===== config.mk =====
export PLATFORM = sky130hd
export DESIGN_NAME = tap_burst_rate_detector_flat
export DESIGN_NICKNAME = d
export VERILOG_FILES = /design/src/rtl/tbrd_pkg.sv /design/src/rtl/tbrd_in_if.sv /design/src/rtl/tbrd_out_if.sv /design/src/rtl/tbrd_cfg_if.sv /design/src/rtl/tap_burst_rate_detector.sv /design/src/rtl/tbrd_out_skid.sv /design/src/flat_wrapper.sv
export VERILOG_INCLUDE_DIRS = /design/src /design/src/rtl
export SDC_FILE = /design/constraint.sdc
export NUM_CORES = 1
export LEC_CHECK = 0
export ABC_AREA = 0
export BUFFER_PORTS_ARGS = -buffer_cell sky130_fd_sc_hd__buf_2
export CORE_UTILIZATION = 57
export CTS_BUF_LIST = sky130_fd_sc_hd__clkbuf_16
export CTS_CLUSTER_SIZE = 24
export DETAILED_ROUTE_END_ITERATION = 7
export GPL_TIMING_DRIVEN = 0
export MAX_ROUTING_LAYER = met4
export PLACE_DENSITY = 0.77
export SETUP_SLACK_MARGIN = 0.1
export SKIP_LAST_GASP = 1
export SLEW_MARGIN = 20
export SYNTH_ARGS = -nofsm -noshare
export SYNTH_HDL_FRONTEND = slang
export SYNTH_SLANG_ARGS = --single-unit

===== constraint.sdc =====
create_clock -name i_clk -period 10.6 [get_ports i_clk]
set_clock_uncertainty 0.2 [all_clocks]
set_input_delay 0.53 -clock i_clk [delete_from_list [all_inputs] [get_ports i_clk]]
set_output_delay 0.53 -clock i_clk [all_outputs]
set_load 0.1 [all_outputs]

===== src/rtl/tap_burst_rate_detector_assert.svh =====
// Assertion macros shared by the detector RTL.
`ifndef TAP_BURST_RATE_DETECTOR_ASSERT_SVH
`define TAP_BURST_RATE_DETECTOR_ASSERT_SVH

// Condition holds at every clock edge out of reset.
`define TBRD_ASSERT(lbl, clk, rst_n, cond, msg) \
    lbl: assert property (@(posedge clk) disable iff (!rst_n) (cond)) else $error(msg);

// Antecedent at one edge implies consequent at the next edge.
`define TBRD_ASSERT_NXT(lbl, clk, rst_n, ante, cons, msg) \
    lbl: assert property (@(posedge clk) disable iff (!rst_n) (ante) |=> (cons)) \
        else $error(msg);

`endif


===== src/rtl/tbrd_pkg.sv =====
package tbrd_pkg;

    // Fixed field widths
    localparam int EVENT_TIME_W   = 32;
    localparam int LIMIT_W        = 32;
    localparam int IV_W           = 16;
    localparam int HITS_SEEN_W    = 4;
    localparam int WINDOW_TOTAL_W = 19;

    localparam logic [LIMIT_W-1:0] LIMIT_RESET = 32'd1000;

    // Command codes
    localparam logic CMD_HIT   = 1'b0;
    localparam logic CMD_RESET = 1'b1;

    typedef enum logic [1:0] {
        PH_IDLE,
        PH_COUNT,
        PH_OPEN
    } t_phase;

    typedef struct packed {
        logic                      lock_open;
        logic [HITS_SEEN_W-1:0]    hits_seen;
        logic [WINDOW_TOTAL_W-1:0] window_total;
        logic                      armed;
    } t_result;

endpackage


===== src/rtl/tbrd_in_if.sv =====
interface tbrd_in_if;
    logic                                valid;
    logic                                ready;
    logic                                cmd;
    logic [tbrd_pkg::EVENT_TIME_W-1:0]   event_time;
    logic                                level_confirmed;

    modport source (output valid, output cmd, output event_time, output level_confirmed,
                    input ready);
    modport sink   (input valid, input cmd, input event_time, input level_confirmed,
                    output ready);
endinterface


===== src/rtl/tbrd_out_if.sv =====
interface tbrd_out_if;
    logic                                  valid;
    logic                                  ready;
    logic                                  lock_open;
    logic [tbrd_pkg::HITS_SEEN_W-1:0]      hits_seen;
    logic [tbrd_pkg::WINDOW_TOTAL_W-1:0]   window_total;
    logic                                  armed;

    modport source (output valid, output lock_open, output hits_seen, output window_total,
                    output armed, input ready);
    modport sink   (input valid, input lock_open, input hits_seen, input window_total,
                    input armed, output ready);
endinterface


===== src/rtl/tbrd_cfg_if.sv =====
interface tbrd_cfg_if;
    logic                           valid;
    logic                           ready;
    logic [tbrd_pkg::LIMIT_W-1:0]   data;

    modport source (output valid, output data, input ready);
    modport sink   (input valid, input data, output ready);
endinterface


===== src/rtl/tap_burst_rate_detector.sv =====
// A result beat is computed combinationally from its input beat and registered in the output stage.
// Throughput: one beat per cycle while the output stage has a free slot; each hit in
//   PH_COUNT read-modify-writes the interval ring, prefetching from the updated pointer.
// Input stays ready while the two-deep output stage has a free slot.
// Reset (synchronous, active low) clears phase, pointer, tally, sum and pending flag
//   at once and sets r_limit to 1000; ring entries read as zero until refilled.
`include "tap_burst_rate_detector_assert.svh"

module tap_burst_rate_detector #(
    parameter int HITS = 8
) (
    input  logic        i_clk,
    input  logic        i_rst_n,
    tbrd_in_if.sink     i_in,
    tbrd_out_if.source  o_out,
    tbrd_cfg_if.sink    i_cfg
);

    localparam int RING_LEN = HITS - 1;
    localparam int PTR_W    = (RING_LEN > 1) ? $clog2(RING_LEN) : 1;
    localparam int TALLY_W  = $clog2(HITS + 1);
    localparam int SUM_W    = $clog2(RING_LEN * 65535 + 1);
    localparam logic [PTR_W-1:0]   PTR_LAST  = PTR_W'(RING_LEN - 1);
    localparam logic [TALLY_W-1:0] TALLY_MAX = TALLY_W'(HITS);

    // State
    tbrd_pkg::t_phase               r_phase, n_phase, s_phase;
    logic [PTR_W-1:0]               r_ptr, n_ptr, s_ptr;
    logic [TALLY_W-1:0]             r_tally, n_tally, s_tally;
    logic [SUM_W-1:0]               r_sum, n_sum, s_sum;
    logic [tbrd_pkg::EVENT_TIME_W-1:0] r_last, n_last;
    logic                           r_pend, n_pend;
    logic [tbrd_pkg::LIMIT_W-1:0]   r_limit;

    // Interval ring memory and its registered read port
    logic [tbrd_pkg::IV_W-1:0]      ring_mem [RING_LEN];
    logic [tbrd_pkg::IV_W-1:0]      r_old;

    logic                           acc;
    logic                           hit;
    logic                           rst_req;
    logic                           ring_wr;
    logic                           fired;
    logic                           clear;
    logic                           res_ready;
    logic [tbrd_pkg::IV_W-1:0]      old_entry;
    logic [tbrd_pkg::IV_W-1:0]      iv;
    logic [SUM_W-1:0]               sum_hit;
    tbrd_pkg::t_result              res;

    tbrd_out_skid u_skid (
        .i_clk   (i_clk),
        .i_rst_n (i_rst_n),
        .i_valid (acc),
        .o_ready (res_ready),
        .i_data  (res),
        .o_out   (o_out)
    );

    assign i_in.ready  = res_ready;
    assign i_cfg.ready = 1'b1;
    assign acc     = i_in.valid && res_ready;
    assign rst_req = acc && (i_in.cmd == tbrd_pkg::CMD_RESET);
    assign hit     = acc && (i_in.cmd == tbrd_pkg::CMD_HIT) && i_in.level_confirmed
                     && (r_phase != tbrd_pkg::PH_OPEN);
    assign ring_wr = hit && (r_phase == tbrd_pkg::PH_COUNT);

    // Ring entry at the pointer counts only once the ring has been filled
    assign old_entry = (r_tally >= TALLY_MAX) ? r_old : '0;
    assign iv        = tbrd_pkg::IV_W'(i_in.event_time - r_last);
    assign sum_hit   = r_sum - SUM_W'(old_entry) + SUM_W'(iv);

    // Datapath for one beat
    always_comb begin
        s_tally = r_tally;
        s_sum   = r_sum;
        s_ptr   = r_ptr;
        if (hit) begin
            if (r_phase == tbrd_pkg::PH_IDLE) begin
                s_tally = TALLY_W'(1);
            end else begin
                s_tally = (r_tally < TALLY_MAX) ? r_tally + TALLY_W'(1) : TALLY_MAX;
                s_sum   = sum_hit;
                s_ptr   = (r_ptr == PTR_LAST) ? '0 : r_ptr + PTR_W'(1);
            end
        end
        // reset while open reports the cleared sequence
        if (rst_req && (r_phase == tbrd_pkg::PH_OPEN)) begin
            s_tally = '0;
            s_sum   = '0;
            s_ptr   = '0;
        end
    end

    // Phase next state
    always_comb begin
        s_phase = r_phase;
        case (r_phase)
            tbrd_pkg::PH_IDLE: begin
                if (hit) s_phase = tbrd_pkg::PH_COUNT;
            end
            tbrd_pkg::PH_COUNT: begin
                if (hit && (s_tally >= TALLY_MAX)
                    && ({{(tbrd_pkg::LIMIT_W-SUM_W){1'b0}}, s_sum} <= r_limit)) begin
                    s_phase = tbrd_pkg::PH_OPEN;
                end
            end
            tbrd_pkg::PH_OPEN: begin
                if (rst_req) s_phase = tbrd_pkg::PH_IDLE;
            end
            default: s_phase = tbrd_pkg::PH_IDLE;
        endcase
    end

    // Phase outputs: firing, sequence clear, result fields
    always_comb begin
        fired = (r_phase == tbrd_pkg::PH_COUNT) && (s_phase == tbrd_pkg::PH_OPEN);
        clear = (rst_req && (r_phase == tbrd_pkg::PH_OPEN)) || (fired && r_pend);
        res.lock_open    = (s_phase == tbrd_pkg::PH_OPEN);
        res.hits_seen    = tbrd_pkg::HITS_SEEN_W'(s_tally);
        res.window_total = tbrd_pkg::WINDOW_TOTAL_W'(s_sum);
        res.armed        = (s_phase != tbrd_pkg::PH_IDLE);
    end

    // Register next values
    always_comb begin
        n_phase = clear ? tbrd_pkg::PH_IDLE : s_phase;
        n_tally = clear ? '0 : s_tally;
        n_sum   = clear ? '0 : s_sum;
        n_ptr   = clear ? '0 : s_ptr;
        n_last  = hit ? i_in.event_time : r_last;
        if (clear) begin
            n_pend = 1'b0;
        end else if (rst_req) begin
            n_pend = 1'b1;
        end else begin
            n_pend = r_pend;
        end
    end

    // Control state
    always_ff @(posedge i_clk) begin
        if (!i_rst_n) begin
            r_phase <= tbrd_pkg::PH_IDLE;
            r_ptr   <= '0;
            r_tally <= '0;
            r_sum   <= '0;
            r_last  <= '0;
            r_pend  <= 1'b0;
            r_limit <= tbrd_pkg::LIMIT_RESET;
        end else begin
            r_phase <= n_phase;
            r_ptr   <= n_ptr;
            r_tally <= n_tally;
            r_sum   <= n_sum;
            r_last  <= n_last;
            r_pend  <= n_pend;
            if (i_cfg.valid) r_limit <= i_cfg.data;
        end
    end

    // Ring write at the current pointer, prefetch at the next one (forward on overlap)
    always_ff @(posedge i_clk) begin
        if (ring_wr) ring_mem[r_ptr] <= iv;
        if (ring_wr && (n_ptr == r_ptr)) begin
            r_old <= iv;
        end else begin
            r_old <= ring_mem[n_ptr];
        end
    end

    // Assertions
    `TBRD_ASSERT(a_open_full, i_clk, i_rst_n,
        (r_phase != tbrd_pkg::PH_OPEN) || (r_tally == TALLY_MAX),
        "lock open without full tally")
    `TBRD_ASSERT(a_idle_empty, i_clk, i_rst_n,
        (r_phase != tbrd_pkg::PH_IDLE) || ((r_sum == '0) && (r_ptr == '0)),
        "idle with ring state left")
    `TBRD_ASSERT_NXT(a_open_reset, i_clk, i_rst_n,
        rst_req && (r_phase == tbrd_pkg::PH_OPEN),
        (r_phase == tbrd_pkg::PH_IDLE) && (r_tally == '0) && !r_pend,
        "reset while open did not clear")
    `TBRD_ASSERT_NXT(a_fire_pend, i_clk, i_rst_n, fired && r_pend,
        (r_phase == tbrd_pkg::PH_IDLE) && (r_sum == '0),
        "pending reset not applied on firing")

endmodule


===== src/rtl/tbrd_out_skid.sv =====
// Two-deep output stage: output register plus skid register.
module tbrd_out_skid (
    input  logic                i_clk,
    input  logic                i_rst_n,
    input  logic                i_valid,
    output logic                o_ready,
    input  tbrd_pkg::t_result   i_data,
    tbrd_out_if.source          o_out
);

    logic              r_out_valid, n_out_valid;
    logic              r_skid_valid, n_skid_valid;
    tbrd_pkg::t_result r_out, n_out;
    tbrd_pkg::t_result r_skid, n_skid;
    logic              take;
    logic              acc;

    assign o_ready = !r_skid_valid;
    assign acc     = i_valid && !r_skid_valid;
    assign take    = r_out_valid && o_out.ready;

    // Next-value selection
    always_comb begin
        n_out_valid  = r_out_valid;
        n_skid_valid = r_skid_valid;
        n_out        = r_out;
        n_skid       = r_skid;
        if (!r_out_valid || take) begin
            if (r_skid_valid) begin
                n_out        = r_skid;
                n_out_valid  = 1'b1;
                n_skid_valid = 1'b0;
            end else begin
                n_out       = i_data;
                n_out_valid = acc;
            end
        end else if (acc) begin
            n_skid       = i_data;
            n_skid_valid = 1'b1;
        end
    end

    // Control registers
    always_ff @(posedge i_clk) begin
        if (!i_rst_n) begin
            r_out_valid  <= 1'b0;
            r_skid_valid <= 1'b0;
        end else begin
            r_out_valid  <= n_out_valid;
            r_skid_valid <= n_skid_valid;
        end
    end

    // Payload registers
    always_ff @(posedge i_clk) begin
        r_out  <= n_out;
        r_skid <= n_skid;
    end

    assign o_out.valid        = r_out_valid;
    assign o_out.lock_open    = r_out.lock_open;
    assign o_out.hits_seen    = r_out.hits_seen;
    assign o_out.window_total = r_out.window_total;
    assign o_out.armed        = r_out.armed;

endmodule


===== src/flat_wrapper.sv =====
// flat-port wrapper written by rule: the top's interface ports become plain ports
module tap_burst_rate_detector_flat 
#(
    parameter int HITS = 8
)
  (i_clk, i_rst_n, i_in_valid, i_in_cmd, i_in_event_time, i_in_level_confirmed, i_in_ready, o_out_valid, o_out_lock_open, o_out_hits_seen, o_out_window_total, o_out_armed, o_out_ready, i_cfg_valid, i_cfg_data, i_cfg_ready);
  tbrd_in_if i_in_i ();
  tbrd_out_if o_out_i ();
  tbrd_cfg_if i_cfg_i ();
  input  logic i_clk;
  input  logic i_rst_n;
  input wire logic [$bits(i_in_i.valid)-1:0] i_in_valid;
  input wire logic [$bits(i_in_i.cmd)-1:0] i_in_cmd;
  input wire logic [$bits(i_in_i.event_time)-1:0] i_in_event_time;
  input wire logic [$bits(i_in_i.level_confirmed)-1:0] i_in_level_confirmed;
  output wire logic [$bits(i_in_i.ready)-1:0] i_in_ready;
  output wire logic [$bits(o_out_i.valid)-1:0] o_out_valid;
  output wire logic [$bits(o_out_i.lock_open)-1:0] o_out_lock_open;
  output wire logic [$bits(o_out_i.hits_seen)-1:0] o_out_hits_seen;
  output wire logic [$bits(o_out_i.window_total)-1:0] o_out_window_total;
  output wire logic [$bits(o_out_i.armed)-1:0] o_out_armed;
  input wire logic [$bits(o_out_i.ready)-1:0] o_out_ready;
  input wire logic [$bits(i_cfg_i.valid)-1:0] i_cfg_valid;
  input wire logic [$bits(i_cfg_i.data)-1:0] i_cfg_data;
  output wire logic [$bits(i_cfg_i.ready)-1:0] i_cfg_ready;
  assign i_in_i.valid = i_in_valid;
  assign i_in_i.cmd = i_in_cmd;
  assign i_in_i.event_time = i_in_event_time;
  assign i_in_i.level_confirmed = i_in_level_confirmed;
  assign i_in_ready = i_in_i.ready;
  assign o_out_valid = o_out_i.valid;
  assign o_out_lock_open = o_out_i.lock_open;
  assign o_out_hits_seen = o_out_i.hits_seen;
  assign o_out_window_total = o_out_i.window_total;
  assign o_out_armed = o_out_i.armed;
  assign o_out_i.ready = o_out_ready;
  assign i_cfg_i.valid = i_cfg_valid;
  assign i_cfg_i.data = i_cfg_data;
  assign i_cfg_ready = i_cfg_i.ready;
  tap_burst_rate_detector #(.HITS(HITS)) u_core (.i_clk(i_clk), .i_rst_n(i_rst_n), .i_in(i_in_i), .o_out(o_out_i), .i_cfg(i_cfg_i));
endmodule

==> results of run 1 <==
[critical path, delay by kind of cell (launching register included)]
family                   cells  cell delay (ps)
AO/OA/AOI/OAI               11             2410
adder cells (fa/ha/maj)      5             1840
XOR/XNOR                     2              910
AND/OR/NAND/NOR              4              830
multiplexers                 2              590
flip-flops                   1              310
buffers and inverters        1              170
[registers in the layout, summed over array words and instances (netlist names), named ones only]
name / cells
u_core.u_skid.o_out.valid: 1
u_core.r_tally: 4
u_core.r_sum: 19
u_core.u_skid.r_skid_valid: 1
u_core.u_skid.o_out.armed: 1
u_core.r_pend: 1
u_core.u_skid.o_out.lock_open: 1
u_core.r_ptr: 3
u_core.u_skid.r_skid: 25
u_core.u_skid.o_out.hits_seen: 4
u_core.r_last: 16
u_core.r_phase: 2
u_core.r_limit: 32
u_core.ring_mem: 112
u_core.u_skid.o_out.window_total: 19
[power by group]
group	switching, mW	internal [mW]
clock	0.363	0.503
combinational	0.263	0.147
sequential	0.00950	1.05
total	0.635	1.70
[stage by stage]
stage               area, um2  power (mW)  instances   util  hold WS (ps)
finish                  13500        2.34       1422  0.667          39.8
global route            13500        2.42       1422  0.667          33.7
CTS                     13500        2.34       1422  0.666          31.3
detailed placement      12700        1.49       1377  0.627           257
global placement        12600        1.48       1368  0.621           251
floorplan               11900        1.39       1018      -           237
[cells by family after synthesis]
group	share of synthesized area
AOI/OAI and AO/OA	0.102
xor gates and xnor gates	0.0207
adders and majority gates	0.0867
buffers and inverters	0.0368
DFF	0.548
muxes	0.0882
other	0.000316
and+or+nand+nor	0.117
[layer usage]
metal  GRT usage  vias up  part of all wire
met2       0.400      242              0.49
li1            -     3849                 -
met1       0.329     3878              0.43
met3      0.0306       34             0.064
met5           -        -                 0
met4      0.0557        0             0.015
[layout make-up]
| type | instances | area [um2] |
|---|---|---|
| clock inverter | 20 | 178 |
| tap | 270 | 338 |
| sequential | 244 | 6510 |
| inverter | 67 | 251 |
| clock buffer | 25 | 626 |
| buffer | 43 | 185 |
| multi-input combinational | 664 | 4960 |
| timing repair buffer | 89 | 490 |
| fill | 1569 | 6770 |
[cells in the final DEF (no fill, tap or decap), types with 25 or more instances in the layout]
cell type | netlist | layout
sky130_fd_sc_hd__a21oi_1 | 34 | 34
sky130_fd_sc_hd__buf_2 | 7 | 87
sky130_fd_sc_hd__clkbuf_1 | 33 | 33
sky130_fd_sc_hd__clkbuf_16 | 0 | 25
sky130_fd_sc_hd__dfxtp_1 | 82 | 82
sky130_fd_sc_hd__edfxtp_1 | 162 | 162
sky130_fd_sc_hd__ha_1 | 55 | 55
sky130_fd_sc_hd__inv_1 | 66 | 68
sky130_fd_sc_hd__mux2i_1 | 46 | 46
sky130_fd_sc_hd__nand2_1 | 133 | 133
sky130_fd_sc_hd__nor2_1 | 66 | 61
sky130_fd_sc_hd__nor2b_1 | 38 | 37
sky130_fd_sc_hd__o21ai_0 | 49 | 49
[path summary, 6_finish.rpt]
kind,slack [ps],to,depth (start not counted)
min reg2reg,260,u_core.r_last[5],2
min,40,u_core.r_limit[6],3
max reg2reg,3090,u_core.u_skid.o_out.lock_open,25
max,3090,u_core.u_skid.o_out.lock_open,25
==> insert_results.sql, run 1 <==
INSERT INTO impl_metrics (metric_group, metric, value, unit) VALUES
('floorplan', 'initial_utilization', '0.584', ''),
('floorplan', 'io_pins', '99', ''),
('clock_network', 'cts_num_sinks', '244', ''),
('critical_path', 'slowest_delay', '800', 'ps'),
('grt', 'globalRouteTotalUtil', '0.245', ''),
('synth', 'synth_top_cells_by_area', 'sky130_fd_sc_hd__edfxtp_1, sky130_fd_sc_hd__dfxtp_1, sky130_fd_sc_hd__ha_1', ''),
('place', 'post_placement_worst_setup_slack', '2830', 'ps'),
('synth', 'synth_most_common_cell', 'sky130_fd_sc_hd__edfxtp_1', ''),
('synth', 'synth_seq_area_share', '0.548', ''),
('synth', 'post_synth_edffs', '162', ''),
('synth', 'post_synth_instance_area', '11900', 'um2'),
('grt', 'number_of_antenna_violations_at_the_first_check_in_global_routing', '0', ''),
('timing', 'fin_ws', '3090', 'ps'),
('floorplan', 'chip_width', '146', 'um'),
('timing', 'timing.final.crit_period', '7510', 'ps'),
('drt', 'antenna_violating_nets_post_route', '0', ''),
('clock_network', 'cts_resized', '0', ''),
('timing', 'final_min_period_over_clock_period', '0.709', ''),
('clock_network', 'clk_root_buf', 'sky130_fd_sc_hd__clkbuf_16', ''),
('grt', 'overflow', '0', ''),
('clock_network', 'cts.clk_slew.worst_paths', '60', 'ps'),
('critical_path', 'crit_path_end_kind', 'register', ''),
('synth', 'synth.top_cells.by_count', 'sky130_fd_sc_hd__edfxtp_1, sky130_fd_sc_hd__nand2_1, sky130_fd_sc_hd__dfxtp_1', ''),
('grt', 'grt_pass1_vias', '7714', ''),
('pwr', 'power.ir.vdd_worst', '0.000121', 'V'),
('clock_network', 'cts_tree', 'built', ''),
('place', 'hpwl', '18500', 'um'),
('synth', 'synthCells', '1018', ''),
('drt', 'routed-via-count', '8003', ''),
('critical_path', 'cp_slowest_cell', 'sky130_fd_sc_hd__xnor2_1', ''),
('floorplan', 'die_h', '146', 'um'),
('place', 'gp_congestion', '0.921', ''),
('drt', 'drt_first_iter_violations', '535', ''),
('clock_network', 'post_cts_buffers', '0', ''),
('cells_and_area', 'n_antenna_cell', '0', ''),
('critical_path', 'cp-startpoint', 'u_core.r_last[0]', ''),
('outcome', 'run_status', 'finished clean', ''),
('timing', 'drv_slew', '0', ''),
('critical_path', 'crit_type', 'reg2reg', ''),
('timing', 'sum_of_negative_setup_slack', '0', 'ps'),
('cells_and_area', 'drive_gt1_frac', '0.179', ''),
('synth', 'synth.net_count', '1161', ''),
('worst_hold_path', 'hold_path_startpoint', 'i_cfg_data[6]', ''),
('critical_path', 'critical_path_required', '10660', 'ps'),
('synth', 'async_flop_share', '0', ''),
('cells_and_area', 'layout-area-overhead-vs-synth', '14.1', '%'),
('place', 'io_buffers', '80', ''),
('flow_run', 'cap_violations', '0', ''),
('floorplan', 'design.core.area', '20300', 'um2'),
('synth', 'yosys_warnings', '0', ''),
('pwr', 'cellPowerDensity', '173', 'nW/um2'),
('synth', 'synth.largest_area_cell', 'sky130_fd_sc_hd__edfxtp_1', ''),
('clock_network', 'cts_htree_levels', '1', ''),
('floorplan', 'design.die.area', '21400', 'um2'),
('critical_path', 'cp_common_cell', 'sky130_fd_sc_hd__ha_1', ''),
('drt', 'post-route-drc-count', '0', ''),
('floorplan', 'row_count', '52', ''),
('synth', 'synth_cell_type_count', '66', ''),
('critical_path', 'crit_arrival', '7580', 'ps'),
('critical_path', 'timing.critical_path.fanout_max', '8', ''),
('grt', 'largest_net_degree_at_the_start_of_global_routing', '29', ''),
('drt', 'post_drt_via_cell_ratio', '5.63', ''),
('synth', 'ys_ff_latch', '244', ''),
('synth', 'syn_avg_cell_area', '11.7', 'um2'),
('timing', 'achievable-frequency', '133', 'MHz'),
('clock_network', 'cts-buffers-inserted', '25', ''),
('grt', 'wire_length_of_the_first_global_routing_pass', '39800', 'um'),
('timing', 'max_slew_headroom_at_the_worst_pin', '0.319', ''),
('cells_and_area', 'fin_nets', '1277', ''),
('synth', 'netlist.area_leader.share', '0.410', ''),
('pwr', 'power.leakage', '5.28', 'nW');
Power figures use the tool's default switching activity.
==> inputs of run 2 (changes only) <==
Clock period 10.6 ns to 7.1 ns, I/O delays scaled along.
==> run 2 against run 1 <==
  * Non-clock buffer count up 70
  * Setup slack worse by 2800 ps
  * Clock-buffer cell count unchanged
  * Register-to-register slack worse by 2800 ps
  * Via count up 5.8%
  * Sequential share of layout area down 2.9 points
  * Largest cell class unchanged
  * Highest routed layer unchanged
==> insert_results.sql, run 2 (synthesis gave the netlist of run 1 again) <==
INSERT INTO impl_metrics (metric_group, metric, value, unit) VALUES
('outcome', 'run_status', 'finished clean', ''),
('cells_and_area', 'fin_nets', '1347', ''),
('worst_hold_path', 'worst_hold_path.endpoint', 'u_core.r_sum[18]', ''),
('timing', 'drv_slew', '0', ''),
('cells_and_area', 'n_antenna_cell', '0', ''),
('grt', 'number_of_antenna_violations_at_the_first_check_in_global_routing', '0', ''),
('pwr', 'power.leakage', '5.65', 'nW'),
('critical_path', 'cp_common_cell', 'sky130_fd_sc_hd__nor2_1', ''),
('critical_path', 'crit_arrival', '6920', 'ps'),
('place', 'hpwl', '18500', 'um'),
('critical_path', 'critical_path_required', '7170', 'ps'),
('timing', 'max_slew_headroom_at_the_worst_pin', '0.327', ''),
('clock_network', 'cts.clk_slew.worst_paths', '60', 'ps'),
('floorplan', 'initial_utilization', '0.584', ''),
('drt', 'post_drt_wl_per_cell', '18.3', 'um'),
('drt', 'drt_first_iter_violations', '587', ''),
('timing', 'final_min_period_over_clock_period', '0.966', ''),
('pwr', 'seqPwrFrac', '0.442', ''),
('pwr', 'cellInternalPower', '2.60', 'mW'),
('critical_path', 'rr_startpoint', 'u_core.r_last[1]', ''),
('pwr', 'netSwitchingFraction', '0.275', ''),
('drt', 'drt_first_pass_iters', '5', ''),
('critical_path', 'timing.critical_path.fanout_max', '6', ''),
('cells_and_area', 'regMostFlops', 'u_core.ring_mem', ''),
('clock_network', 'cts_num_sinks', '244', ''),
('pwr', 'cellPowerDensity', '249', 'nW/um2'),
('grt', 'grt_pass1_vias', '8233', ''),
('place', 'gp_congestion', '0.921', ''),
('drt', 'antenna_violating_nets_post_route', '0', ''),
('cells_and_area', 'layout-area-overhead-vs-synth', '21.5', '%'),
('critical_path', 'cp_slowest_cell', 'sky130_fd_sc_hd__dlygate4sd3_1', ''),
('cells_and_area', 'drive_gt1_frac', '0.205', ''),
('grt', 'overflow', '0', ''),
('critical_path', 'r2r_slack', '250', 'ps'),
('floorplan', 'row_count', '52', ''),
('floorplan', 'design.core.area', '20300', 'um2'),
('worst_hold_path', 'hold_path_startpoint', 'i_rst_n', ''),
('timing', 'achievable-frequency', '146', 'MHz'),
('floorplan', 'chip_width', '146', 'um'),
('timing', 'sum_of_negative_setup_slack', '0', 'ps'),
('critical_path', 'crit_type', 'in2reg', ''),
('clock_network', 'clk_root_buf', 'sky130_fd_sc_hd__clkbuf_16', ''),
('pwr', 'power.net_switching', '0.986', 'mW'),
('drt', 'routed-via-count', '8467', ''),
('floorplan', 'design.die.area', '21400', 'um2'),
('timing', 'tightest_slew', '1010', 'ps'),
('clock_network', 'cts_tree', 'built', ''),
('cells_and_area', 'largest_reg_flops', '112', ''),
('grt', 'wire_length_of_the_first_global_routing_pass', '42200', 'um'),
('flow_run', 'cap_violations', '0', ''),
('timing', 'setup_repair_after_global_routing_missed_its_margin', 'false', ''),
('timing', 'timing.final.crit_period', '6860', 'ps'),
('critical_path', 'worstSetupStartpointType', 'primary input', ''),
('worst_hold_path', 'worstHoldPathType', 'in2reg', ''),
('cells_and_area', 'biggestRegsByFlops', 'u_core.ring_mem (112), u_core.r_limit (32), u_core.u_skid.r_skid (25)', ''),
('grt', 'globalRouteTotalUtil', '0.260', ''),
('timing', 'hold-worst-slack', '121', 'ps'),
('cells_and_area', 'layout_common_cells', 'sky130_fd_sc_hd__edfxtp_1, sky130_fd_sc_hd__nand2_1, sky130_fd_sc_hd__buf_2', ''),
('grt', 'largest_net_degree_at_the_start_of_global_routing', '29', ''),
('drt', 'post_drt_via_cell_ratio', '5.67', ''),
('floorplan', 'io_pins', '99', ''),
('clock_network', 'insertion_delay', '520', 'ps'),
('cells_and_area', 'most_common_cell_after_layout_fill_and_taps_aside', 'sky130_fd_sc_hd__edfxtp_1', ''),
('timing', 'finalHoldViolCount', '0', ''),
('clock_network', 'max-clock-path-buffers', '3', ''),
('critical_path', 'crit_path_end_kind', 'register', ''),
('critical_path', 'endpoint_of_the_lowest_slack_register_to_register_path', 'u_core.u_skid.o_out.lock_open', ''),
('pwr', 'clockPowerShare', '0.361', ''),
('clock_network', 'cts-buffers-inserted', '25', ''),
('cells_and_area', 'instances_no_fill', '1492', ''),
('drt', 'post-route-drc-count', '0', ''),
('timing', 'setup_viol', '0', ''),
('pwr', 'combPwrFrac', '0.197', ''),
('critical_path', 'r2r_cells', '26', ''),
('floorplan', 'die_h', '146', 'um'),
('drt', 'routed_wire_length', '27300', 'um'),
('clock_network', 'cts_htree_levels', '1', ''),
('place', 'placed_cells', '1377', ''),
('pwr', 'power.ir.vdd_worst', '0.000186', 'V'),
('place', 'io_buffers', '80', ''),
('worst_hold_path', 'hold_depth', '4', ''),
('critical_path', 'slowest_delay', '530', 'ps');
run 2: what timing repair did:
item	CTS	global route
setup endpoints to repair	34	34
cloned	0	0
gates resized for setup	14	24
pin swaps	3	18
setup buffers	3	17
hold buffers	50	0
hold endpoints to repair	50	0
run 2: worst max-delay path by stage:
stage | slack, ps | cells past startpoint | startpoint | to
2_1_floorplan | 940 | 26 | i_in_event_time[0] | u_core.u_skid.o_out.lock_open
3_3_place_gp | -390 | 27 | i_in_event_time[0] | u_core.u_skid.o_out.lock_open
3_5_place_dp | -500 | 27 | i_in_event_time[0] | u_core.u_skid.o_out.lock_open
4_1_cts | 130 | 24 | u_core.r_last[1] | u_core.u_skid.o_out.lock_open
5_1_grt | 20 | 28 | u_core.r_last[1] | u_core.u_skid.o_out.lock_open
6_report | 240 | 27 | i_in_event_time[3] | u_core.u_skid.o_out.lock_open
run 2: critical path: cells and delay by family:
| kind | cells | cell delay (ps) |
|---|---|---|
| buf+inv | 3 | 900 |
| fa+ha+maj | 4 | 1460 |
| compound gates | 9 | 2020 |
| simple gates | 7 | 1210 |
| mux | 2 | 530 |
| xor+xnor | 2 | 420 |
run 2: area by class of cell:
class	instances	area [um2]
plain buffers	43	193
clock buffers	25	626
clock inverters	20	178
fillers	1423	5880
inverters	67	251
multi-input cells	664	5180
flip-flops and latches	244	6510
well taps	270	338
repair buffers	159	1140
run 2: metrics by stage:
| stage | util | worst slack, ps | instance area, um2 | total power [mW] |
|---|---|---|---|---|
| floorplan | - | 940 | 11900 | 2.08 |
| global placement | 0.621 | -394 | 12600 | 2.20 |
| detailed placement | 0.627 | -500 | 12700 | 2.22 |
| CTS | 0.697 | 133 | 14100 | 3.54 |
| global route | 0.710 | 19.6 | 14400 | 3.71 |
| finish | 0.710 | 243 | 14400 | 3.59 |
run 2: power groups by stage:
stage	registers (mW)	logic (mW)	clock network, mW
floorplan	1.70	0.383	0
global placement	1.62	0.589	0
detailed placement	1.62	0.602	0
CTS	1.59	0.646	1.31
global route	1.59	0.764	1.36
finish	1.59	0.707	1.30
run 2: layer usage:
layer / track usage / up-vias / routed length [um]
met5: - / - / 0
met4: 0.0646 / 0 / 512
met3: 0.0331 / 55 / 1690
met2: 0.431 / 294 / 13600
met1: 0.341 / 4123 / 11500
li1: - / 3995 / -
